**src/chroma_cone_pixel_classifier_top_defines.svh**
```systemverilog
// Assertion macros for the chroma cone pixel classifier.
// Expects clk and rst in the scope where a macro is used.
`ifndef CHROMA_CONE_PIXEL_CLASSIFIER_TOP_DEFINES_SVH
`define CHROMA_CONE_PIXEL_CLASSIFIER_TOP_DEFINES_SVH

// ante holds -> cons holds in the same cycle
`define CCPC_ASSERT_NOW(lbl, ante, cons, msg) \
  lbl: assert property (@(posedge clk) disable iff (rst) (ante) |-> (cons)) \
    else $error(msg);

// ante holds -> cons holds in the next cycle
`define CCPC_ASSERT_NEXT(lbl, ante, cons, msg) \
  lbl: assert property (@(posedge clk) disable iff (rst) (ante) |=> (cons)) \
    else $error(msg);

`endif

```
**src/ccpc_pkg.sv**
```systemverilog
// Shared types and constants of the chroma cone pixel classifier.
// No dependencies.
`default_nettype none

package ccpc_pkg;

  localparam int CHROMA_BITS_DEF = 16;
  localparam int REG_BITS = 16;
  localparam int REG_IDX_BITS = 3;

  typedef enum logic [REG_IDX_BITS-1:0] {
    REG_WPT_RED     = 3'd0,
    REG_WPT_GREEN   = 3'd1,
    REG_HUE_SINE    = 3'd2,
    REG_HUE_COSINE  = 3'd3,
    REG_CONE_COS_SQ = 3'd4,
    REG_SAT_MIN_SQ  = 3'd5,
    REG_SAT_MAX_SQ  = 3'd6
  } ccpc_reg_t;

  typedef struct packed {
    logic        [REG_BITS-1:0] wpt_red;
    logic        [REG_BITS-1:0] wpt_green;
    logic signed [REG_BITS-1:0] hue_sine;
    logic signed [REG_BITS-1:0] hue_cosine;
    logic        [REG_BITS-1:0] cone_cos_sq;
    logic        [REG_BITS-1:0] sat_min_sq;
    logic        [REG_BITS-1:0] sat_max_sq;
  } ccpc_cfg_t;

  // control between front and back halves of the pipe
  typedef struct packed {
    logic valid;
    logic band_ok;
  } ccpc_ctl_t;

  localparam ccpc_cfg_t CFG_RST = '{
    wpt_red:     16'd21845,
    wpt_green:   16'd21845,
    hue_sine:    -16'sd23170,
    hue_cosine:  -16'sd23170,
    cone_cos_sq: 16'd57870,
    sat_min_sq:  16'd164,
    sat_max_sq:  16'd16384
  };

endpackage

`default_nettype wire

```
**src/ccpc_back.sv**
```systemverilog
// Back pipe stages: split D squared and cone bound products, final compare.
// Depends on ccpc_pkg.
`default_nettype none

module ccpc_back import ccpc_pkg::*; #(
  parameter int CHROMA_BITS = CHROMA_BITS_DEF
) (
  input  wire logic                      clk,
  input  wire logic                      rst,
  input  wire ccpc_cfg_t                 cfg,
  input  wire ccpc_ctl_t                 mid,
  output logic                           mid_ready,
  input  wire logic [2*CHROMA_BITS:0]    l2,
  input  wire logic [CHROMA_BITS+16:0]   mag,
  output logic                           out_valid,
  input  wire logic                      out_stall,
  output logic                           is_target
);

  localparam int C   = CHROMA_BITS;
  localparam int W   = C + 17;
  localparam int L   = (W + 1) / 2;
  localparam int H   = W - L;
  localparam int LW  = 2 * C + 1;
  localparam int RPW = LW + 16;
  localparam int SW  = 2 * W;

  logic ready4, ready5;
  logic v4, ok4;

  logic [H-1:0]     mag_hi;
  logic [L-1:0]     mag_lo;
  logic [2*H-1:0]   hh;
  logic [H+L-1:0]   hl;
  logic [2*L-1:0]   lo;
  logic [RPW-1:0]   rp;
  logic [SW-1:0]    dsq, rhs;

  assign ready5    = !out_valid || !out_stall;
  assign ready4    = !v4 || ready5;
  assign mid_ready = ready4;

  assign mag_hi = mag[W-1:L];
  assign mag_lo = mag[L-1:0];

  always_ff @(posedge clk) begin
    if (rst) begin
      v4 <= 1'b0;
    end else if (ready4) begin
      v4 <= mid.valid;
    end
  end

  always_ff @(posedge clk) begin
    if (ready4 && mid.valid) begin
      hh  <= (2*H)'(mag_hi) * (2*H)'(mag_hi);
      hl  <= (H+L)'(mag_hi) * (H+L)'(mag_lo);
      lo  <= (2*L)'(mag_lo) * (2*L)'(mag_lo);
      rp  <= RPW'(cfg.cone_cos_sq) * RPW'(l2);
      ok4 <= mid.band_ok;
    end
  end

  // D^2 = hi^2 * 2^2L + 2 * hi * lo * 2^L + lo^2
  assign dsq = (SW'(hh) << (2*L)) + (SW'(hl) << (L+1)) + SW'(lo);
  assign rhs = SW'(rp) << 14;

  always_ff @(posedge clk) begin
    if (rst) begin
      out_valid <= 1'b0;
    end else if (ready5) begin
      out_valid <= v4;
    end
  end

  always_ff @(posedge clk) begin
    if (ready5 && v4) begin
      is_target <= ok4 && (dsq > rhs);
    end
  end

endmodule

`default_nettype wire

```
**config.mk**
```make
export PLATFORM = sky130hd
export DESIGN_NAME = ccpc_back
export DESIGN_NICKNAME = d
export VERILOG_FILES = /design/src/chroma_cone_pixel_classifier_top_defines.svh /design/src/ccpc_pkg.sv /design/src/ccpc_back.sv
export SDC_FILE = /design/constraint.sdc
export NUM_CORES = 2
export LEC_CHECK = 0
export BUFFER_PORTS_ARGS = -buffer_cell sky130_fd_sc_hd__buf_2
export CAP_MARGIN = 20
export CORE_MARGIN = 2
export CORE_UTILIZATION = 55
export CTS_BUF_LIST = sky130_fd_sc_hd__clkbuf_4 sky130_fd_sc_hd__clkbuf_8
export DETAILED_ROUTE_END_ITERATION = 10
export PLACE_DENSITY = 0.72
export RECOVER_POWER = 25
export SKIP_CTS_REPAIR_TIMING = 1
export SLEW_MARGIN = 20
export SYNTH_ARGS = -nofsm -noshare
export SYNTH_HDL_FRONTEND = slang
export SYNTH_SLANG_ARGS = --single-unit
```
**constraint.sdc**
```tcl
create_clock -name clk -period 14.97 [get_ports clk]
set_input_delay 2.994 -clock clk [delete_from_list [all_inputs] [get_ports clk]]
set_output_delay 2.994 -clock clk [all_outputs]
set_load 0.005 [all_outputs]
```
# Yosys cells after proc, flatten, opt, wreduce, memory -nomap -nowiden
# Cells that the tools add are included.
# totals
ff_bits	152
latch_bits	0
ram_bits	0
romBits	0
inputBits	183
out_inout_bits	3
n_memories	0
# op_classes
add_sub_neg	2
mul	4
n_div	0
order_cmp	1
eq_ne	0
shifts	0
mux	0
bitwise_logic	0
reduce_logical	8
# ops
op	count
$add A66 B34 Y66	1
$add A66 B51 Y66	1
$gt A66 B63 Y1	1
$mul A16 B33 Y49	1
$mul A17 B17 Y34	1
$mul A16 B17 Y33	1
$mul A16 B16 Y32	1
$logic_and A1 B1 Y1	3
$logic_not A1 Y1	3
$logic_or A1 B1 Y1	2

# Longest topological paths before layout
# logic_depth
depth_word	4
mapped_depth	27
depth_no_buf	25

# Least setup slack after synthesis
# Ideal clock, no wire load.
# synth_timing
path_type	input -> register
startpoint	input l2[10]
endpoint	register rp[48] (data pin)
t_arrival_ps	8814
required_time_ps	14710
path_slack_ps	5896
stages	22
cell_sequence	clkbuf_1 > nand2_1 > fa_1 > inv_1 > fa_1 > fa_1 > fa_1 > fa_1 > inv_1 > fa_1 > inv_1 > ha_1 > and3_4 > and4_1 > and3_1 > o2111ai_1 > o211ai_2 > a221oi_2 > o21ai_2 > a211o_2 > a221oi_2 > xnor2_1
# synth_via
elab_chain_len	1
# synth_rtl
item	line_no	rtl
start, declared	ccpc_back.sv:13	input wire logic [2*CHROMA_BITS:0] l2,
$mul A16 B33 Y49	ccpc_back.sv:59	rp <= RPW'(cfg.cone_cos_sq) * RPW'(l2);
end signal, assigned	ccpc_back.sv:59	
end, declared	ccpc_back.sv:36	logic [RPW-1:0] rp;
# Every way passes these cells.
# A chain may end at the register's enable or synchronous reset.

# Worst setup path in the final report
# layout_timing
startpoint	input mag[8]
endpoint	register hl[31] (data pin)
# layout_via
elab_chain_len	1
# layout_rtl
item	line_no	rtl
start, declared	ccpc_back.sv:14	input wire logic [CHROMA_BITS+16:0] mag,
$mul A16 B17 Y33	ccpc_back.sv:57	hl <= (H+L)'(mag_hi) * (H+L)'(mag_lo);
end signal, assigned	ccpc_back.sv:57	
end, declared	ccpc_back.sv:34	logic [H+L-1:0] hl;
# Every way passes these cells.

==> impl_metrics.env <==
export IMPL_cts_inserted_buffers=17
export IMPL_yosys_warnings=0
export IMPL_antenna_found_initial=2
export IMPL_wl_per_cell_um=16.9
export IMPL_grt_remaining_overflow=0
export IMPL_cts_tree="built"
export IMPL_required_ns=15.24
export IMPL_synthMostInstantiatedCell="inv_1"
export IMPL_port_buffers=89
export IMPL_grt_pass1_wl_um=183000
export IMPL_finalNetCount=6891
export IMPL_cp_arrival_ns=10.21
export IMPL_ant_nets=0
export IMPL_yosys_area_top_type="fa_1"
export IMPL_die_y_um=300
export IMPL_syn_area_sq_mm=0.0482
export IMPL_skew_ns=0.0145
export IMPL_violations="capacitance limit, slew limit"
export IMPL_drt_pre_antenna_iters=6
export IMPL_status="complete, but fails checks"
export IMPL_cts_max_path_buffers=2
export IMPL_finalHoldViolCount=0
export IMPL_synth_seq_cells=150
export IMPL_syn_inst=5278
export IMPL_maxCapViolations=3
export IMPL_endpoint_kind="flop"
export IMPL_worstRegToRegCells=20
export IMPL_io_pins=186
export IMPL_relSlewSlack_pct=-110
export IMPL_dieArea_sq_mm=0.0901
export IMPL_ys_seq_area_share_pct=9.30
export IMPL_syn_avg_cell_area_sq_um=9.14
export IMPL_dpl_hpwl_um=83900
export IMPL_clockRootBuffer="clkbuf_8"
export IMPL_pre_cts_ws_ns=4.68
export IMPL_finalSetupTns_ns=0
export IMPL_cts_sinks=150
export IMPL_clock_latency_ns=0.50
export IMPL_rows=108
export IMPL_worstSetupStartpointType="primary input"
export IMPL_min_path_cells=2
export IMPL_grt_start_max_net_pins=72
export IMPL_drc=0
export IMPL_start_util_pct=55.5
export IMPL_hold_class="reg -> reg"
export IMPL_fmax_ghz=0.101
export IMPL_area_delta_synth_final_pct=3.32
export IMPL_num_vias=34500
export IMPL_htreeDepth=4
export IMPL_drt_initial_drc_count=2055
export IMPL_syn_nets=6973
export IMPL_grt_pass1_vias=37000
export IMPL_finalMaxSlewViolations=129
export IMPL_synth_main_ff_cell="edfxtp_1"
export IMPL_ys_async_sr_fraction_pct=0
export IMPL_drive_above_1_share_pct=2.92
export IMPL_core_area_sq_mm=0.0869
export IMPL_setup_ws_ns=5.03
export IMPL_setup_violations_final=0
export IMPL_synth_top_area_share_pct=41.5
export IMPL_synth_area_leaders="fa_1 41%, ha_1 13%, inv_1 10%"
export IMPL_synth_cell_types=73
export IMPL_post_route_min_period_ns=9.94
export IMPL_gp_congestion=0.866
export IMPL_crit_fanout=26
export IMPL_track_usage_pct=25.4
export IMPL_ys_top_cells_by_count="1306 x inv_1, 999 x fa_1, 710 x nand2_1"
export IMPL_synth_edf_count=148
export IMPL_path_clk_slew_ns=0.09
export IMPL_wl_um=108000
export IMPL_crit_type="in -> reg"
export IMPL_die_x_um=300
export IMPL_rsz0062_at_grt="no"
export IMPL_post_route_period_util_pct=66.4
export IMPL_via_per_inst=5.42
export IMPL_worst_slew_pin_transition_ns=3.16
[cells in the final DEF, fill, tap and decap left out, types with 20 or more instances in the layout]
cell      instances
ha_1            513
nor3_1           31
and3_1           21
inv_1          1306
xnor2_1         134
o21a_1           20
xor2_1           53
nor2b_1          29
edfxtp_1        148
nand2_1         710
a21o_1           98
buf_2            83
o21ai_0          58
o21bai_1         22
nand3_1          38
nand4_1          26
fa_1            999
nor2_1          147
and2_1          380
a21oi_1         156
[worst paths after layout]
path           from        end  slack, ns
min              v4  out_valid       0.53
max reg2reg  lo[18]  is_target       8.46
min reg2reg      v4  out_valid       0.53
max          mag[8]     hl[31]       5.03
[critical path, cell delays in order]
cell,delay (ns)
buf_2,0.61
clkinv_1,0.66
nor2_1,0.31
fa_1,0.46
fa_1,0.55
inv_1,0.05
fa_1,0.47
inv_1,0.05
fa_1,0.49
inv_1,0.07
fa_1,0.48
fa_1,0.50
inv_1,0.04
ha_1,0.35
nand4_1,0.21
o41ai_1,0.94
a21oi_1,0.24
a311oi_1,0.39
xor2_1,0.34
[cell families (layout without fill, tap and decap cells)]
logic type	after synthesis	count (layout)	share of synthesized area, %
buf+inv	1509	1439	11.8
mux	2	2	0.0467
fa+ha+maj	1512	1512	54.8
xor+xnor	187	187	3.40
other cells	0	2	0
compound gates	482	482	6.67
flops	150	150	9.30
simple gates	1436	1436	14.1
[stage by stage]
stage | std cells | hold WS [ns] | utilization, % | cell area (sq um)
floorplan | 5278 | 0.453 | - | 48200
detailed placement | 6332 | 0.492 | 56.9 | 49400
global placement | 6332 | 0.481 | 56.9 | 49400
global route | 6365 | 0.567 | 57.4 | 49800
finish | 6365 | 0.534 | 57.4 | 49800
CTS | 6363 | 0.521 | 57.4 | 49900
[layout make-up]
| type | count | area, sq um |
|---|---|---|
| Tap cell | 1155 | 1450 |
| Fill cell | 7527 | 37000 |
| Sequential cell | 150 | 4480 |
| Clock inverter | 14 | 176 |
| Clock buffer | 17 | 234 |
| Timing Repair Buffer | 97 | 494 |
| Multi-Input combinational cell | 3619 | 38100 |
| Antenna cell | 2 | 5.00 |
| Inverter | 1311 | 4920 |
[flip-flops by register name (all words and copies together), names as in the netlist]
name and flops:
hh 31, out_valid 1, lo 33, ok4 1
rp 49, v4 1, hl 33, is_target 1
[per-layer routing]
metal	part of all wire, %	GRT usage (%)	routed length (um)	vias to the layer above
li1	-	-	-	15700
met3	5.7	3.24	6130	196
met1	41	32.8	43900	17500
met2	51	44.5	54500	1006
met5	0	0	0	-
met4	3.1	7.86	3310	0
Power is left out: the tool's default activity adds up to more than one toggle a clock period on the data nets, which glitch-free logic cannot reach.
