[src/chroma_cone_pixel_classifier_top_defines.svh]
// Assertion macros for the chroma cone pixel classifier.
// Expects clk and rst in the scope where a macro is used.
`ifndef CHROMA_CONE_PIXEL_CLASSIFIER_TOP_DEFINES_SVH
`define CHROMA_CONE_PIXEL_CLASSIFIER_TOP_DEFINES_SVH

// ante holds -> cons holds in the same cycle
`define CCPC_ASSERT_NOW(lbl, ante, cons, msg) \
  lbl: assert property (@(posedge clk) disable iff (rst) (ante) |-> (cons)) \
    else $error(msg);

// ante holds -> cons holds in the next cycle
`define CCPC_ASSERT_NEXT(lbl, ante, cons, msg) \
  lbl: assert property (@(posedge clk) disable iff (rst) (ante) |=> (cons)) \
    else $error(msg);

`endif

[src/ccpc_pkg.sv]
// Shared types and constants of the chroma cone pixel classifier.
// No dependencies.
`default_nettype none

package ccpc_pkg;

  localparam int CHROMA_BITS_DEF = 16;
  localparam int REG_BITS = 16;
  localparam int REG_IDX_BITS = 3;

  typedef enum logic [REG_IDX_BITS-1:0] {
    REG_WPT_RED     = 3'd0,
    REG_WPT_GREEN   = 3'd1,
    REG_HUE_SINE    = 3'd2,
    REG_HUE_COSINE  = 3'd3,
    REG_CONE_COS_SQ = 3'd4,
    REG_SAT_MIN_SQ  = 3'd5,
    REG_SAT_MAX_SQ  = 3'd6
  } ccpc_reg_t;

  typedef struct packed {
    logic        [REG_BITS-1:0] wpt_red;
    logic        [REG_BITS-1:0] wpt_green;
    logic signed [REG_BITS-1:0] hue_sine;
    logic signed [REG_BITS-1:0] hue_cosine;
    logic        [REG_BITS-1:0] cone_cos_sq;
    logic        [REG_BITS-1:0] sat_min_sq;
    logic        [REG_BITS-1:0] sat_max_sq;
  } ccpc_cfg_t;

  // control between front and back halves of the pipe
  typedef struct packed {
    logic valid;
    logic band_ok;
  } ccpc_ctl_t;

  localparam ccpc_cfg_t CFG_RST = '{
    wpt_red:     16'd21845,
    wpt_green:   16'd21845,
    hue_sine:    -16'sd23170,
    hue_cosine:  -16'sd23170,
    cone_cos_sq: 16'd57870,
    sat_min_sq:  16'd164,
    sat_max_sq:  16'd16384
  };

endpackage

`default_nettype wire

[src/ccpc_front.sv]
// Front pipe stages: white point offset, squares and hue products, L2/D sums.
// Depends on ccpc_pkg.
`default_nettype none

module ccpc_front import ccpc_pkg::*; #(
  parameter int CHROMA_BITS = CHROMA_BITS_DEF
) (
  input  wire logic                      clk,
  input  wire logic                      rst,
  input  wire ccpc_cfg_t                 cfg,
  input  wire logic                      in_valid,
  output logic                           in_stall,
  input  wire logic [15:0]               red_chroma,
  input  wire logic [15:0]               green_chroma,
  output ccpc_ctl_t                      mid,
  input  wire logic                      mid_ready,
  output logic [2*CHROMA_BITS:0]         l2,
  output logic [CHROMA_BITS+16:0]        mag
);

  localparam int C  = CHROMA_BITS;
  localparam int PW = C + 17;

  logic ready1, ready2, ready3;
  logic v1, v2, v3;

  // stage 1: offsets
  logic        [C-1:0] red_c, green_c, wr_c, wg_c;
  logic signed [C:0]   x1, y1;

  // stage 2: products
  logic signed [2*C+1:0] sqx_full, sqy_full;
  logic signed [PW-1:0]  sx_next, sy_next;
  logic        [2*C-1:0] sqx, sqy;
  logic signed [PW-1:0]  sx, sy;

  // stage 3: sums and band test
  logic        [2*C:0]   l2_next, smin, smax;
  logic signed [PW:0]    d_next;
  logic                  ok_next;
  logic                  ok3;

  assign ready3   = !v3 || mid_ready;
  assign ready2   = !v2 || ready3;
  assign ready1   = !v1 || ready2;
  assign in_stall = !ready1;

  assign red_c   = C'(red_chroma);
  assign green_c = C'(green_chroma);
  assign wr_c    = C'(cfg.wpt_red);
  assign wg_c    = C'(cfg.wpt_green);

  always_ff @(posedge clk) begin
    if (rst) begin
      v1 <= 1'b0;
    end else if (ready1) begin
      v1 <= in_valid;
    end
  end

  always_ff @(posedge clk) begin
    if (ready1 && in_valid) begin
      x1 <= $signed({1'b0, red_c}) - $signed({1'b0, wr_c});
      y1 <= $signed({1'b0, green_c}) - $signed({1'b0, wg_c});
    end
  end

  assign sqx_full = (2*C+2)'(x1) * (2*C+2)'(x1);
  assign sqy_full = (2*C+2)'(y1) * (2*C+2)'(y1);
  assign sx_next  = PW'(cfg.hue_sine) * PW'(x1);
  assign sy_next  = PW'(cfg.hue_cosine) * PW'(y1);

  always_ff @(posedge clk) begin
    if (rst) begin
      v2 <= 1'b0;
    end else if (ready2) begin
      v2 <= v1;
    end
  end

  always_ff @(posedge clk) begin
    if (ready2 && v1) begin
      sqx <= sqx_full[2*C-1:0];
      sqy <= sqy_full[2*C-1:0];
      sx  <= sx_next;
      sy  <= sy_next;
    end
  end

  assign l2_next = {1'b0, sqx} + {1'b0, sqy};
  assign d_next  = (PW+1)'(sx) + (PW+1)'(sy);
  assign smin    = (2*C+1)'(cfg.sat_min_sq) << (2*C-16);
  assign smax    = (2*C+1)'(cfg.sat_max_sq) << (2*C-16);
  assign ok_next = (l2_next > smin) && (l2_next < smax) &&
                   !d_next[PW] && (d_next != '0);

  always_ff @(posedge clk) begin
    if (rst) begin
      v3 <= 1'b0;
    end else if (ready3) begin
      v3 <= v2;
    end
  end

  always_ff @(posedge clk) begin
    if (ready3 && v2) begin
      l2  <= l2_next;
      mag <= d_next[PW-1:0];
      ok3 <= ok_next;
    end
  end

  assign mid.valid   = v3;
  assign mid.band_ok = ok3;

endmodule

`default_nettype wire

[config.mk]
export PLATFORM = sky130hd
export DESIGN_NAME = ccpc_front
export DESIGN_NICKNAME = d
export VERILOG_FILES = /design/src/chroma_cone_pixel_classifier_top_defines.svh /design/src/ccpc_pkg.sv /design/src/ccpc_front.sv
export SDC_FILE = /design/constraint.sdc
export NUM_CORES = 2
export LEC_CHECK = 0
export ABC_AREA = 1
export BUFFER_PORTS_ARGS = -buffer_cell sky130_fd_sc_hd__buf_4
export CORE_ASPECT_RATIO = 1.1
export CORE_MARGIN = 5
export CORE_UTILIZATION = 60
export CTS_CLUSTER_DIAMETER = 50
export CTS_CLUSTER_SIZE = 40
export DETAILED_ROUTE_END_ITERATION = 12
export PLACE_DENSITY = 0.77
export REMOVE_ABC_BUFFERS = 1
export SLEW_MARGIN = 10
export SYNTH_ARGS = -nofsm -noshare
export SYNTH_HDL_FRONTEND = slang
export SYNTH_SLANG_ARGS = --single-unit
[constraint.sdc]
create_clock -name clk -period 16.6 [get_ports clk]
set_input_delay 3.32 -clock clk [delete_from_list [all_inputs] [get_ports clk]]
set_output_delay 3.32 -clock clk [all_outputs]
set_load 0.01 [all_outputs]
Word-level counts from Yosys, hierarchy flattened --
Cells that the tools add are included.
Storage, ports and cells: register bits 234, logic and storage cells 37
Operators by class: $add $sub $neg 4, $mul 4, $lt $le $gt $ge 2, reduce and logical (&&, ||, !) cells 15
Operators by type and width (count):
- 16-bit by 17-bit multiplier with 33-bit output | 2
- 17-bit by 17-bit multiplier with 32-bit output | 2
- 33-bit by 33-bit adder with 34-bit output | 1
- 34-bit nonzero test | 1
- 16-bit by 16-bit subtractor with 17-bit output | 2
- 32-bit by 32-bit adder with 33-bit output | 1
- 33-bit by 32-bit > comparator with 1-bit output | 1
- 33-bit by 32-bit less-than comparator with 1-bit output | 1
- 1-bit logical AND | 6
- 1-bit zero test | 5
- 1-bit logical OR | 3

Depth between registers and ports, before layout --
depth after elaboration 5, depth in mapped cells 28

Worst setup path after synthesis --
Ideal clock, no wire load.
path type input to register, start point input port cfg[55] (netlist name), end point register sy[25], data pin, library setup time 259 ps, arrival 8567 ps, required time 16341 ps, setup slack 7774 ps, stages 24, cell sequence clkbuf_1 > clkbuf_1 > nand2_1 > fa_1 > inv_1 > fa_1 > inv_1 > fa_1 > inv_1 > fa_1 > fa_1 > inv_1 > fa_1 > inv_1 > ha_1 > a21oi_1 > a21boi_0 > nand2_1 > o21bai_2 > a21oi_2 > o21bai_1 > nand2_1 > nand2_1 > xor2_1
Between the ends: cells in the longest elaborated chain, start to end 1
RTL lines:
- start: declaration | RTL line ccpc_front.sv:10 | input wire ccpc_cfg_t cfg,
- 16-bit by 17-bit multiplier with 33-bit output | RTL line ccpc_front.sv:71 | assign sy_next = PW'(cfg.hue_cosine) * PW'(y1);
- net sy_next[25] | RTL line ccpc_front.sv:33 | logic signed [PW-1:0] sx_next, sy_next;
- end signal: assignment | RTL line ccpc_front.sv:86 | sy <= sy_next;
- end: declaration | RTL line ccpc_front.sv:35 | logic signed [PW-1:0] sx, sy;
The timed path passes the listed nets, and every way through them passes these cells. A chain may end at the register's enable or synchronous reset.

Final worst setup path --
start point input port cfg[49] (netlist name), end point register sy[30], data pin
Same word-level chain as after synthesis.

==> flow_summary.yaml <==
clock_network:
  cts_resized: 0
  path_clk_slew_ns: 0.07
  cts_tree: "built"
  cts_buffers: 34
  clk_root_buffer_cell: "clkbuf_16"
  clk_path_buf_depth: 3
  hold_buffers: 0
  insertion_delay_ns: 0.55
  cts.sinks: 232
  post-cts-setup-buffers: 0
  ctsHtreeMaxLevel: 2
synthesis:
  ys_ff_latch: 232
  yosys.cell_types.count: 52
  synth.cell_area_sq_um: 54100
  yosysWarnings: 0
  syn-mean-instance-area_sq_um: 8.40
  syn_inst: 6444
  synth_edf_count: 229
  ys_seq_area_frac: 0.128
  yosys_most_used_dff: "edfxtp_1"
  async_flop_share: 0
setup_path:
  r2r_setup_slack_ns: 9.68
  rr_worst_depth: 22
  r2r-start: "x1[16]"
  crit_fanout: 17
  cp.arrival_ns: 9.16
  worstSetupPathType: "input pin to flip-flop"
  end_kind: "flip-flop"
  start_kind: "input pin"
  rr_endpoint: "sqx[29]"
  cp.required_ns: 16.89
min_path:
  hold_start: "v1"
  hold_path.class: "flip-flop to flip-flop"
  hold_depth: 2
  holdPathEnd: "v2"
route:
  vias: 40564
  viasPerCell: 5.26
  avgRoutedWirePerCell_microns: 16.6
  antenna_left: 0
  drc: 0
  drt_pass1_iterations: 5
  routed_wl_mm: 128
  drt-initial-drc-count: 2382
timing:
  rsz0062_at_grt: "false"
  period_share: 0.535
  drv_slew: 0
  tns_ns: 0
  hold_viol: 0
  finalSetupViolCount: 0
  worst_slew_pin_slew_ns: 0.946
  fin_skew_ns: 0.0271
  relSlewSlack: 0.369
  period_needed_ns: 8.88
  fmax_ghz: 0.113
floorplan:
  die-width_microns: 296
  die-area_sq_um: 96300
  ios: 217
  initial_core_util: 0.605
  row_count: 115
  die_h_microns: 325
  core_sq_um: 89500
layout:
  nNetsFinal: 8186
  antennaDiodeCount: 0
  fin_area_sq_um: 57800
  layout-drive-gt1-share: 0.0569
  nFillCells: 7471
  syn2layout_area_growth_pct: 6.78
outcome:
  status: "completed"
global_route:
  antenna_found_initial: 1
  first_global_vias: 44098
  grt_max_degree: 72
  grt_pass1_wl_mm: 214
  grtUsageTotal: 0.274
  grt_overflow: 0
placed_design:
  placed_area_sq_um: 56600
  dp_hpwl_mm: 104
  routabilityCongestion: 0.937
  portBuffers: 200
flow_run:
  maxCapViolCount: 0
[placed cells by master, fill, tap and decap left out, drive strengths merged, types with 6 or more instances in the layout]
cell type  Yosys  routed
or2            9       9
xor2         133     133
nand2       1405    1405
nand3b         6       6
a21oi        233     233
nor3          23      23
buf            4     237
nor2         248     248
o21a          12      12
a21boi        11      11
nand4         39      39
nand3         93      93
xnor2         99      99
o21bai        25      25
o21ai         98      98
ha           459     459
edfxtp       229     229
fa          1066    1066
inv         1974    1985
clkinv         1      10
and2           7       7
nor4           8       8
a211oi         7       7
o2111ai        8       8
o211ai         6       6
a21o          18      18
a31oi          6       6
clkbuf       200      38
[critical path: stages]
cell and delay [ns]:
buf_4 0.24, nand2_1 0.15, inv_1 0.15, fa_1 0.55, fa_1 0.92, fa_1 0.53, fa_1 0.50, fa_1 0.50
inv_1 0.05, fa_1 0.47, inv_1 0.04, ha_1 0.32, nand2_1 0.12, nor4_2 0.52, nand3b_1 0.15, nand3_1 0.17
a21oi_1 0.12, o21bai_1 0.21, xor2_1 0.11
[kinds of logic (layout without fill, tap and decap cells)]
family / Yosys count / in the layout / share of synthesized area
buffers and inverters: 2179 / 2273 / 0.151
AND/OR/NAND/NOR: 1839 / 1839 / 0.136
adder cells (fa/ha/maj): 1525 / 1525 / 0.500
AO/OA/AOI/OAI: 437 / 437 / 0.0470
XOR/XNOR: 232 / 232 / 0.0375
flip-flops: 232 / 232 / 0.128
[registers in the layout, indices dropped and copies added, names as in the netlist]
signal  cells
sqy        31
v1          1
ok3         1
sx         33
v2          1
x1         17
l2         33
sqx        31
v3          1
y1         17
sy         33
mag        33
[cells in the mapped netlist (7+ instances only)]
cell | count | share of area
and2_1 | 7 | 0.00081
o21a_1 | 12 | 0.0017
xnor2_1 | 99 | 0.016
a21oi_2 | 9 | 0.0015
nor2_2 | 13 | 0.0015
o21bai_1 | 24 | 0.0033
nand4_1 | 39 | 0.0045
nor3_1 | 19 | 0.0018
o21ai_0 | 77 | 0.0071
nand2_1 | 1385 | 0.096
or2_2 | 9 | 0.0010
o2111ai_1 | 8 | 0.0013
fa_1 | 1066 | 0.39
nand2_2 | 20 | 0.0023
nand3_1 | 91 | 0.0084
inv_1 | 1971 | 0.14
a21o_1 | 18 | 0.0025
clkbuf_1 | 200 | 0.014
nor2_1 | 235 | 0.016
a21oi_1 | 224 | 0.021
a211oi_1 | 7 | 0.00097
xor2_1 | 133 | 0.022
ha_1 | 459 | 0.11
edfxtp_1 | 229 | 0.13
o21ai_1 | 15 | 0.0014
nor4_1 | 7 | 0.00081
[stage by stage]
step           hold slack, ns   util  std cells  worst slack, ns
5_1_grt                 0.507  0.646       7708             7.45
2_1_floorplan           0.445      -       6240             8.10
3_5_place_dp            0.475  0.633       7647             7.24
6_report                0.472  0.646       7708             7.72
4_1_cts                 0.472  0.646       7708             7.81
3_3_place_gp            0.454  0.633       7647             7.38
[routing by layer]
metal,track usage,wire [microns]
met1,0.355,50200
met2,0.480,64100
met3,0.0405,9080
met4,0.0806,4220
met5,0,15
[layout make-up]
class / count / area, sq um / share of cell area
inverter: 1975 / 7420 / 0.128
sequential: 232 / 6940 / 0.120
clock buffer: 38 / 887 / 0.0153
tap: 1170 / 1460 / 0.0253
multi-input combinational: 4033 / 39000 / 0.675
clock inverter: 23 / 302 / 0.00522
timing repair buffer: 237 / 1780 / 0.0308
[worst max-delay path by stage]
stage	startpoint	to	slack [ns]
after global routing	cfg[49]	sy[30]	7.45
final	cfg[49]	sy[30]	7.72
after detailed placement	cfg[49]	sy[30]	7.24
after CTS	cfg[49]	sy[30]	7.81
after floorplan	cfg[49]	sy[30]	8.10
after global placement	cfg[49]	sy[30]	7.38
Power is not shown: default switching activity piles up to over one toggle a cycle in this logic, so the estimate is an artifact.
