**config.mk**
```make
export PLATFORM = sky130hd
export DESIGN_NAME = ccpc_cfg_regs
export DESIGN_NICKNAME = d
export VERILOG_FILES = /design/src/chroma_cone_pixel_classifier_top_defines.svh /design/src/ccpc_pkg.sv /design/src/ccpc_cfg_regs.sv
export SDC_FILE = /design/constraint.sdc
export NUM_CORES = 1
export LEC_CHECK = 0
export ABC_CLOCK_PERIOD_IN_PS = 3180
export BUFFER_PORTS_ARGS = -buffer_cell sky130_fd_sc_hd__buf_2
export CAP_MARGIN = 0
export CORE_UTILIZATION = 55
export DETAILED_ROUTE_END_ITERATION = 8
export PLACE_DENSITY = 0.87
export SLEW_MARGIN = 20
export SYNTH_ARGS = -nofsm -noshare
export SYNTH_HDL_FRONTEND = slang
export SYNTH_SLANG_ARGS = --single-unit
```
**constraint.sdc**
```tcl
create_clock -name clk -period 3.18 [get_ports clk]
set_input_delay 0.318 -clock clk [delete_from_list [all_inputs] [get_ports clk]]
set_output_delay 0.318 -clock clk [all_outputs]
set_load 0.1 [all_outputs]
```
**src/chroma_cone_pixel_classifier_top_defines.svh**
```systemverilog
// Assertion macros for the chroma cone pixel classifier.
// Expects clk and rst in the scope where a macro is used.
`ifndef CHROMA_CONE_PIXEL_CLASSIFIER_TOP_DEFINES_SVH
`define CHROMA_CONE_PIXEL_CLASSIFIER_TOP_DEFINES_SVH

// ante holds -> cons holds in the same cycle
`define CCPC_ASSERT_NOW(lbl, ante, cons, msg) \
  lbl: assert property (@(posedge clk) disable iff (rst) (ante) |-> (cons)) \
    else $error(msg);

// ante holds -> cons holds in the next cycle
`define CCPC_ASSERT_NEXT(lbl, ante, cons, msg) \
  lbl: assert property (@(posedge clk) disable iff (rst) (ante) |=> (cons)) \
    else $error(msg);

`endif

```
**src/ccpc_pkg.sv**
```systemverilog
// Shared types and constants of the chroma cone pixel classifier.
// No dependencies.
`default_nettype none

package ccpc_pkg;

  localparam int CHROMA_BITS_DEF = 16;
  localparam int REG_BITS = 16;
  localparam int REG_IDX_BITS = 3;

  typedef enum logic [REG_IDX_BITS-1:0] {
    REG_WPT_RED     = 3'd0,
    REG_WPT_GREEN   = 3'd1,
    REG_HUE_SINE    = 3'd2,
    REG_HUE_COSINE  = 3'd3,
    REG_CONE_COS_SQ = 3'd4,
    REG_SAT_MIN_SQ  = 3'd5,
    REG_SAT_MAX_SQ  = 3'd6
  } ccpc_reg_t;

  typedef struct packed {
    logic        [REG_BITS-1:0] wpt_red;
    logic        [REG_BITS-1:0] wpt_green;
    logic signed [REG_BITS-1:0] hue_sine;
    logic signed [REG_BITS-1:0] hue_cosine;
    logic        [REG_BITS-1:0] cone_cos_sq;
    logic        [REG_BITS-1:0] sat_min_sq;
    logic        [REG_BITS-1:0] sat_max_sq;
  } ccpc_cfg_t;

  // control between front and back halves of the pipe
  typedef struct packed {
    logic valid;
    logic band_ok;
  } ccpc_ctl_t;

  localparam ccpc_cfg_t CFG_RST = '{
    wpt_red:     16'd21845,
    wpt_green:   16'd21845,
    hue_sine:    -16'sd23170,
    hue_cosine:  -16'sd23170,
    cone_cos_sq: 16'd57870,
    sat_min_sq:  16'd164,
    sat_max_sq:  16'd16384
  };

endpackage

`default_nettype wire

```
**src/ccpc_cfg_regs.sv**
```systemverilog
// Configuration register file of the chroma cone pixel classifier.
// Depends on ccpc_pkg.
`default_nettype none

module ccpc_cfg_regs import ccpc_pkg::*; (
  input  wire logic                    clk,
  input  wire logic                    rst,
  input  wire logic                    write_enable,
  input  wire logic [REG_IDX_BITS-1:0] write_index,
  input  wire logic [REG_BITS-1:0]     write_data,
  output ccpc_cfg_t                    cfg
);

  always_ff @(posedge clk) begin
    if (rst) begin
      cfg <= CFG_RST;
    end else if (write_enable) begin
      unique case (write_index)
        REG_WPT_RED:     cfg.wpt_red     <= write_data;
        REG_WPT_GREEN:   cfg.wpt_green   <= write_data;
        REG_HUE_SINE:    cfg.hue_sine    <= write_data;
        REG_HUE_COSINE:  cfg.hue_cosine  <= write_data;
        REG_CONE_COS_SQ: cfg.cone_cos_sq <= write_data;
        REG_SAT_MIN_SQ:  cfg.sat_min_sq  <= write_data;
        REG_SAT_MAX_SQ:  cfg.sat_max_sq  <= write_data;
        default: ;
      endcase
    end
  end

endmodule

`default_nettype wire

```
### Word-level counts from Yosys, hierarchy flattened

Index checks and enable logic that the tools add are counted.
W data, S select, Z words.

| cells by class | value |
|---|---|
| reduce and logical (&&, ||, !) cells | 8 |
| eq/ne operators | 6 |

Operators by type and width:

| operator | count |
|---|---|
| $reduce_and A2 Y1 | 7 |
| $eq A3 B3 Y1 const B | 3 |
| $eq A3 B2 Y1 const B | 2 |
| $eq A3 B1 Y1 const B | 1 |
| $logic_not A3 Y1 | 1 |

| storage, ports and cells | value |
|---|---|
| flip-flop bits (word level) | 112 |
| output and inout port bits | 112 |
| word-level logic and storage cells | 21 |
| input bits | 22 |

### Logic depth before layout (Yosys ltp)

Gate-level depths: netlist (run 1).

| depth | value |
|---|---|
| word-level depth | 2 |
| depth in mapped cells | 6 |

### Least setup slack after synthesis (run 1)

OpenSTA, ideal clock, no wires.

| timing path | value |
|---|---|
| path type | input to register |
| start point | input port write_index[0] |
| end point | register cfg[104] in the netlist's numbering |
| path buffers | 2 |
| arrival | 1.245 ns |
| stages on the path | 4 |
| required time | 3.054 ns |
| path slack | 1.809 ns |
| cells stage by stage | or4b_1 buf_6 buf_12 mux2i_1 |

| on the way | value |
|---|---|
| longest elaborated chain between the ends | 2 |

RTL lines:

| item | line | text |
|---|---|---|
| start: declaration | ccpc_cfg_regs.sv:9 | `input wire logic [REG_IDX_BITS-1:0] write_index,` |
| $logic_not A3 Y1 | ccpc_cfg_regs.sv:18 | `unique case (write_index)` |
| $reduce_and A2 Y1 (no source line) | -- |  |
| end: declaration | ccpc_cfg_regs.sv:11 | `output ccpc_cfg_t cfg` |

Every way passes these cells.
A chain may end at the register's enable or synchronous reset.

### Final worst setup path (run 1)

| timing path | value |
|---|---|
| start point | input port write_index[1] |
| end point | register cfg[33] in the netlist's numbering |

| on the way | value |
|---|---|
| longest elaborated chain between the ends | 2 |

RTL lines:

| item | line |
|---|---|
| $eq A3 B3 Y1 | ccpc_cfg_regs.sv:18 |
| $reduce_and A2 Y1 (no source line) | -- |

Every way passes these cells.

==> results.cfg, run 1 <==
[outcome]
status = finished clean

[die]
start_util_pct = 56.7
core_area_um2 = 7690
rows = 32
die-width_um = 91
dieArea_um2 = 8280
die_h_um = 91
io_pins = 134

[min_path]
hold_depth = 3
hold_path_class = primary input to flop
hp-start = write_data[2]
hold_path_end = cfg[2]

[sta]
clock_skew_ns = 0
period_needed_ns = 1.48
slew_headroom_pct = 34.1
worstMarginPinSlew_ns = 0.989
finalMaxSlewViolations = 0
finalSetupTns_ns = 0
rsz0062_at_grt = no
finalCritPeriodShare_pct = 46.5
hold_viol = 0
fmax_mhz = 676
setup_viol = 0

[worst_setup_path]
crit_type = primary input to flop
reg2reg_from = cfg[45]
crit_required_ns = 3.44
critPathMaxFanout = 11
cp-start-kind = primary input
r2r-end = cfg[45]
cp-end-kind = flop
worstPathArrival_ns = 1.74
reg2reg_depth = 2
r2r_slack_ns = 2.49

[cts]
clk_pin_slew_ns = 0.10
tritoncts = yes
htree_num_levels = 3
clockRootBuffer = clkbuf_8
hold_buffers = 0
cts_inserted_buffers = 9
clockBufferDepth = 2
clkLatencyLatePin_ns = 0.35
post_cts_buffers = 0
clock-sinks = 112
ctsResizeCount = 0

[final_layout]
drive_above_1_share_pct = 28.9
diodes = 0
reg_top3 = cfg (112)
largest_reg_flops = 112
layout.nets = 547
top_register = cfg
syn_to_final_growth_pct = 20.0

[logic_synthesis]
ys_ff_latch = 112
synth_flop_cell = dfxtp_1
yosysWarnings = 0
synth_top_area_cell = dfxtp_1
synth_area_leaders = dfxtp_1 (51%), mux2i_1 (26%), nand2b_1 (12%)
synth_edf_count = 0
synthCells = 406
async_flop_share_pct = 0
syn-cell-area_um2 = 4360
netlist.area_leader.share_pct = 51.5
ys_seq_area_share_pct = 51.5
synthesis.nets = 428
synthDistinctLibCells = 13
syn_area_per_cell_um2 = 10.7
synthTopCellsByCount = dfxtp_1 (112), mux2i_1 (112), nand2b_1 (81), nor2_1 (62), buf_2 (14)

[route]
wl_um = 9900
drc = 0
firstDrtPassIters = 5
via_count = 3228
drtAntennaViolNets = 0
viasPerCell = 5.12
wl_per_cell_um = 15.7
drt-initial-drc-count = 117

[grt]
overflow = 0
track_usage_pct = 23.8
grt_pass1_vias = 3082
grt.busiest_layer = met2
grt_max_degree = 120
use_met3_pct = 3.69
antenna_found_initial = 0
use_met2_pct = 39.6
grt_pass1_wl_um = 15400
grt_use_met1_pct = 30.6

[pwr]
peakVddDrop_uv = 274
power_density_nw_per_um2 = 517
power_leakage_nw = 2.66
power.total_mw = 2.70

[placed_design]
place_hpwl_um = 7010
gp_congestion = 0.786
port_buffers = 133

[flow_run]
cap_viol_max_count = 0
critical path, stage by stage:
cell	delay (ns)
buf_2	0.14
nand4bb_1	0.85
mux2i_1	0.43
cell type report:
class | instances | area [µm²]
clock buffers | 9 | 124
repair buffers | 138 | 706
fillers | 609 | 2460
multi-input cells | 264 | 1960
flip-flops and latches | 112 | 2240
well taps | 102 | 128
clock inverters | 6 | 70.1
power breakdown:
| group | switching [mW] | internal (mW) |
|---|---|---|
| combinational | 0.328 | 0.0868 |
| clock | 0.470 | 0.366 |
| sequential | 0.0156 | 1.43 |
| total | 0.814 | 1.89 |
worst max-delay path by stage:
stage | start | end | slack [ns] | depth (start not counted)
2_1_floorplan | write_index[0] | cfg[104] | 1.81 | 4
3_3_place_gp | write_index[0] | cfg[105] | 1.37 | 3
3_5_place_dp | write_index[0] | cfg[102] | 1.35 | 3
4_1_cts | cfg[45] | cfg[45] | 1.69 | 1
5_1_grt | write_index[1] | cfg[39] | 1.64 | 3
6_report | write_index[1] | cfg[33] | 1.70 | 3
cell usage in the layout (no fill, tap or decap):
master / n
nand4b_1: 3
nand2b_1: 81
clkbuf_8: 9
bufinv_16: 1
inv_6: 1
buf_4: 6
nand4bb_1: 2
buf_2: 132
clkinv_2: 1
or4b_1: 1
clkinv_4: 3
and4bb_1: 3
dfxtp_1: 112
mux2i_1: 112
nor2_1: 62
kinds of logic after synthesis:
| kind of cell | Yosys count | synth area share (%) |
|---|---|---|
| buffers and inverters | 30 | 3.62 |
| AND/OR/NAND/NOR | 152 | 19.2 |
| flip-flops | 112 | 51.5 |
| multiplexers | 112 | 25.7 |
metrics by stage:
stage                     cells  utilization, %  instance area (µm²)  worst slack (ns)  hold WS [ns]
after floorplan             406               -                 4360              1.81         0.470
after global placement      616            65.5                 5030              1.37         0.455
after detailed placement    616            65.5                 5030              1.35         0.463
after CTS                   631            68.0                 5230              1.69         0.225
after global routing        631            68.0                 5230              1.64         0.228
final                       631            68.0                 5230              1.70         0.230
metal layers:
metal	up-vias	routed length [µm]	part of all wire, %
met5	-	0	0
met4	0	199	2.0
li1	1575	-	-
met1	1547	4390	44
met2	89	4800	48
met3	17	512	5.2
(Power assumes the default switching activity.)
==> run 2: changes to the inputs <==
ABC_CLOCK_PERIOD_IN_PS = 1400   (was 3180)
CORE_UTILIZATION = 51   (was 55)
PLACE_DENSITY = 0.81   (was 0.87)
clock period = 1.4 ns   (was 3.18 ns; I/O delays follow)
==> results.cfg, run 2 (synthesized netlist as in run 1, its figures left out) <==
[placed_design]
place_hpwl_um = 7510
port_buffers = 133
gp_congestion = 0.797

[route]
via_count = 3312
firstDrtPassIters = 4
viasPerCell = 5.08
wl_per_cell_um = 15.9
drtAntennaViolNets = 0
wl_um = 10400
drt-initial-drc-count = 88
drc = 0

[die]
io_pins = 134
start_util_pct = 52.8
dieArea_um2 = 8920
rows = 33
die_h_um = 94.4
core_area_um2 = 8260
die-width_um = 94.4

[worst_setup_path]
cp_slowest_cell = buf_2
reg2reg_depth = 2
reg2reg_from = cfg[89]
critPathMaxFanout = 2
crit_required_ns = 1.26
crit_family = buffers and inverters
cp-end-kind = output pin
path_cells = buf_2
worstPathArrival_ns = 1.18
r2r_slack_ns = 0.73
cp-start-kind = flop
crit_buf_inv = 1
r2r-end = cfg[89]
crit_type = flop to output pin
slowest_delay_ns = 0.44

[final_layout]
layout.nets = 564
diodes = 0
top_register = cfg
largest_reg_flops = 112
layout_common_cells = buf_2 (132), mux2i_1 (112), dfxtp_1 (112), nand2b_1 (81), nor2_1 (62)
syn_to_final_growth_pct = 24.9
reg_top3 = cfg (112)
post-route-util_pct = 65.9
final_common_cell = buf_2
drive_above_1_share_pct = 31.1

[sta]
finalCritPeriodShare_pct = 94.3
period_needed_ns = 1.32
rsz0062_at_grt = no
setup_viol = 0
worstMarginPinSlew_ns = 0.509
hold_viol = 0
slew_headroom_pct = 66.3
finalSetupTns_ns = 0
finalMaxSlewViolations = 0
fmax_mhz = 757
clock_skew_ns = 0

[cts]
clockBufferDepth = 2
cts_inserted_buffers = 9
clockRootBuffer = clkbuf_8
clock-sinks = 112
clkLatencyLatePin_ns = 0.35
ctsResizeCount = 0
tritoncts = yes
post_cts_buffers = 0
hold_buffers = 0
htree_num_levels = 3
clk_pin_slew_ns = 0.10

[grt]
overflow = 0
grt_pass1_vias = 3294
grt_max_degree = 43
antenna_found_initial = 0
grt_pass1_wl_um = 16500
track_usage_pct = 24.4

[min_path]
hold_path_class = primary input to flop
hold_path_end = cfg[2]
hold_depth = 3
hp-start = write_data[2]

[pwr]
power_leakage_nw = 2.77
power_density_nw_per_um2 = 1160
peakVddDrop_uv = 549

[flow_run]
cap_viol_max_count = 0

[outcome]
status = finished clean
==> run 2: cell count changes in the layout (fill, tap and decap cells not counted), sizes merged <==
| cell | change |
|---|---|
| buf | +17 |
| clkbuf | +4 |
| clkinv | -3 |
==> run 2: worst max-delay path by stage <==
stage,startpoint,endpoint,slack (ns),depth (start not counted)
2_1_floorplan,cfg[66],cfg[66],0.16,2
6_report,cfg[89],cfg[89],0.08,1
4_1_cts,cfg[89],cfg[89],0.07,1
3_5_place_dp,write_index[0],cfg[108],0.13,4
5_1_grt,cfg[91],cfg[91],0.03,1
3_3_place_gp,write_index[0],cfg[110],0.14,4
==> run 2: layout make-up <==
cell class	count	area [µm²]
flip-flops and latches	112	2240
well taps	105	131
repair buffers	155	896
clock inverters	3	47.5
clock buffers	13	169
fillers	667	2820
multi-input cells	264	1960
==> run 2: worst reg2reg max path, cell delays in order (launching register included) <==
cell and delay (ns):
dfxtp_1 0.38, nand2b_1 0.07, mux2i_1 0.15
==> run 2: power by group <==
part | internal, mW | total [mW] | switching [mW]
Clock | 0.987 | 2.03 | 1.04
Sequential | 3.26 | 3.29 | 0.0384
Combinational | 0.229 | 0.984 | 0.755
Total | 4.47 | 6.31 | 1.84
==> run 2: layer usage <==
layer | up-vias | GRT usage, % | routed length [µm]
met5 | - | 0 | 0
met4 | 0 | 11.2 | 219
met3 | 19 | 5.48 | 494
met2 | 104 | 39.6 | 4930
met1 | 1580 | 30.9 | 4720
li1 | 1609 | - | -
==> run 2: through the flow <==
step                area, µm²  hold WS, ns  setup WS (ns)  power [mW]  cells
detailed placement       5230        0.416          0.131        4.35    636
finish                   5440       0.0351         0.0796        6.31    652
floorplan                4360        0.292          0.161        4.13    406
global route             5440       0.0634         0.0338        6.52    652
global placement         5230        0.414          0.138        4.34    636
CTS                      5440       0.0193         0.0692        6.34    652
==> run 3: changes to the inputs <==
ABC_AREA = 1   (was not set)
PLACE_DENSITY = 0.82   (was 0.81)
==> results.cfg, run 3 <==
[worst_setup_path]
r2r_slack_ns = 0.74
cp_slowest_cell = buf_2
r2r-end = cfg[105]
crit_buf_inv = 1
slowest_delay_ns = 0.45
crit_family = buffers and inverters
worstSetupPathDepth = 1
crit_type = flop to output pin
reg2reg_depth = 2
crit_required_ns = 1.26
crit_end = cfg[111]
cp-start-kind = flop
startpoint = cfg[111]
critPathMaxFanout = 2
cp-end-kind = output pin
reg2reg_from = cfg[105]
worstPathArrival_ns = 1.20
path_cells = buf_2

[sta]
period_needed_ns = 1.34
clock_skew_ns = 0
finalCritPeriodShare_pct = 95.6
worst_slack_ns = 0.0610
worstMarginPinSlew_ns = 0.508
setup_viol = 0
slew_headroom_pct = 66.4
finalMaxSlewViolations = 0
rsz0062_at_grt = no
fmax_mhz = 747
finalSetupTns_ns = 0
hold_viol = 0

[cts]
clockRootBuffer = clkbuf_8
clk_pin_slew_ns = 0.10
clockBufferDepth = 2
hold_buffers = 2
post_cts_buffers = 0
clkLatencyLatePin_ns = 0.36
ctsResizeCount = 0
tritoncts = yes
cts_inserted_buffers = 9
clock-sinks = 112
htree_num_levels = 3

[logic_synthesis]
ys_seq_area_share_pct = 52.3
ys_ff_latch = 112
synth_area_leaders = dfxtp_1 (52%), nand2_1 (15%), nand3_1 (13%)
yosysWarnings = 0
netlist.area_leader.share_pct = 52.3
synth_edf_count = 0
synthesis.nets = 612
syn_area_per_cell_um2 = 7.27
synth_top_area_cell = dfxtp_1
async_flop_share_pct = 0
yosysMostFrequentCell = nand2_1
synthCells = 590
synthTopCellsByCount = nand2_1 (166), nor2_1 (130), dfxtp_1 (112), nand3_1 (112), inv_1 (20)
syn-cell-area_um2 = 4290
synthDistinctLibCells = 14
synth_flop_cell = dfxtp_1

[route]
via_count = 4324
firstDrtPassIters = 6
drt-initial-drc-count = 287
viasPerCell = 5.25
drtAntennaViolNets = 0
drc = 0
wl_per_cell_um = 14.7
wl_um = 12100

[die]
start_util_pct = 52.5
die-width_um = 93.7
die_h_um = 93.7
core_area_um2 = 8180
rows = 33
io_pins = 134
dieArea_um2 = 8780

[final_layout]
layout.nets = 736
top_register = cfg
layout_common_cells = nand2_1 (166), buf_2 (133), nor2_1 (130), nand3_1 (112), dfxtp_1 (112)
fin_area_um2 = 5270
multi_input_area_um2 = 1810
seq_area_um2 = 2240
final_common_cell = nand2_1
largest_reg_flops = 112
stdcell_count = 823
syn_to_final_growth_pct = 22.8
drive_above_1_share_pct = 24.4
reg_top3 = cfg (112)
diodes = 0
fillers = 760

[grt]
antenna_found_initial = 0
overflow = 0
grt_pass1_vias = 3833
grt_pass1_wl_um = 18700
track_usage_pct = 27.8
grt_max_degree = 113

[pwr]
power_density_nw_per_um2 = 1310
peakVddDrop_uv = 663
power_leakage_nw = 2.60

[outcome]
status = finished clean

[placed_design]
place_hpwl_um = 8470
place_inst = 806
place_ws_ns = 0.217
port_buffers = 133
placed_cell_area_um2 = 5040
gp_congestion = 0.835

[min_path]
hold_depth = 3
hold_path_class = primary input to flop

[flow_run]
cap_viol_max_count = 0
run 3: kinds of logic after synthesis:
logic type / count (synthesis) / share of synthesized area, %
AND/OR/NAND/NOR: 423 / 42.0
flip-flops: 112 / 52.3
buffers and inverters: 54 / 5.63
AO/OA/AOI/OAI: 1 / 0.117
run 3: final cells by class:
class	instances	area share, %
multi-input combinational	424	34.3
clock buffer	10	2.42
clock inverter	5	1.54
timing repair buffer	144	15.0
tap	105	2.50
sequential	112	42.6
inverter	23	1.64
run 3: layer usage:
metal / share of wire, % / global-route usage (%)
met5: 0 / 0
met4: 3.1 / 12.6
met3: 9.3 / 6.39
met2: 46 / 44.8
met1: 42 / 35.4
run 3: how the worst min path moves through the flow:
| stage | startpoint | slack [ns] | endpoint |
|---|---|---|---|
| after floorplan | write_data[4] | 0.25 | cfg[100] |
| after global placement | write_data[9] | 0.35 | cfg[41] |
| after detailed placement | write_data[7] | 0.37 | cfg[23] |
| after CTS | write_data[9] | 0.0008 | cfg[41] |
| after global routing | write_data[9] | 0.02 | cfg[41] |
| final | write_data[9] | 0.007 | cfg[41] |
run 3: through the flow:
step	total power [mW]	utilization (%)	hold WS, ns
2_1_floorplan	4.60	-	0.253
3_3_place_gp	4.87	61.6	0.355
3_5_place_dp	4.90	61.6	0.374
4_1_cts	6.90	64.4	0.000786
5_1_grt	7.10	64.4	0.0188
6_report	6.89	64.4	0.00700
run 3: report_power, final:
group / internal, mW / switching (mW)
Clock: 1.00 / 1.06
Sequential: 3.30 / 0.0612
Combinational: 0.244 / 1.23
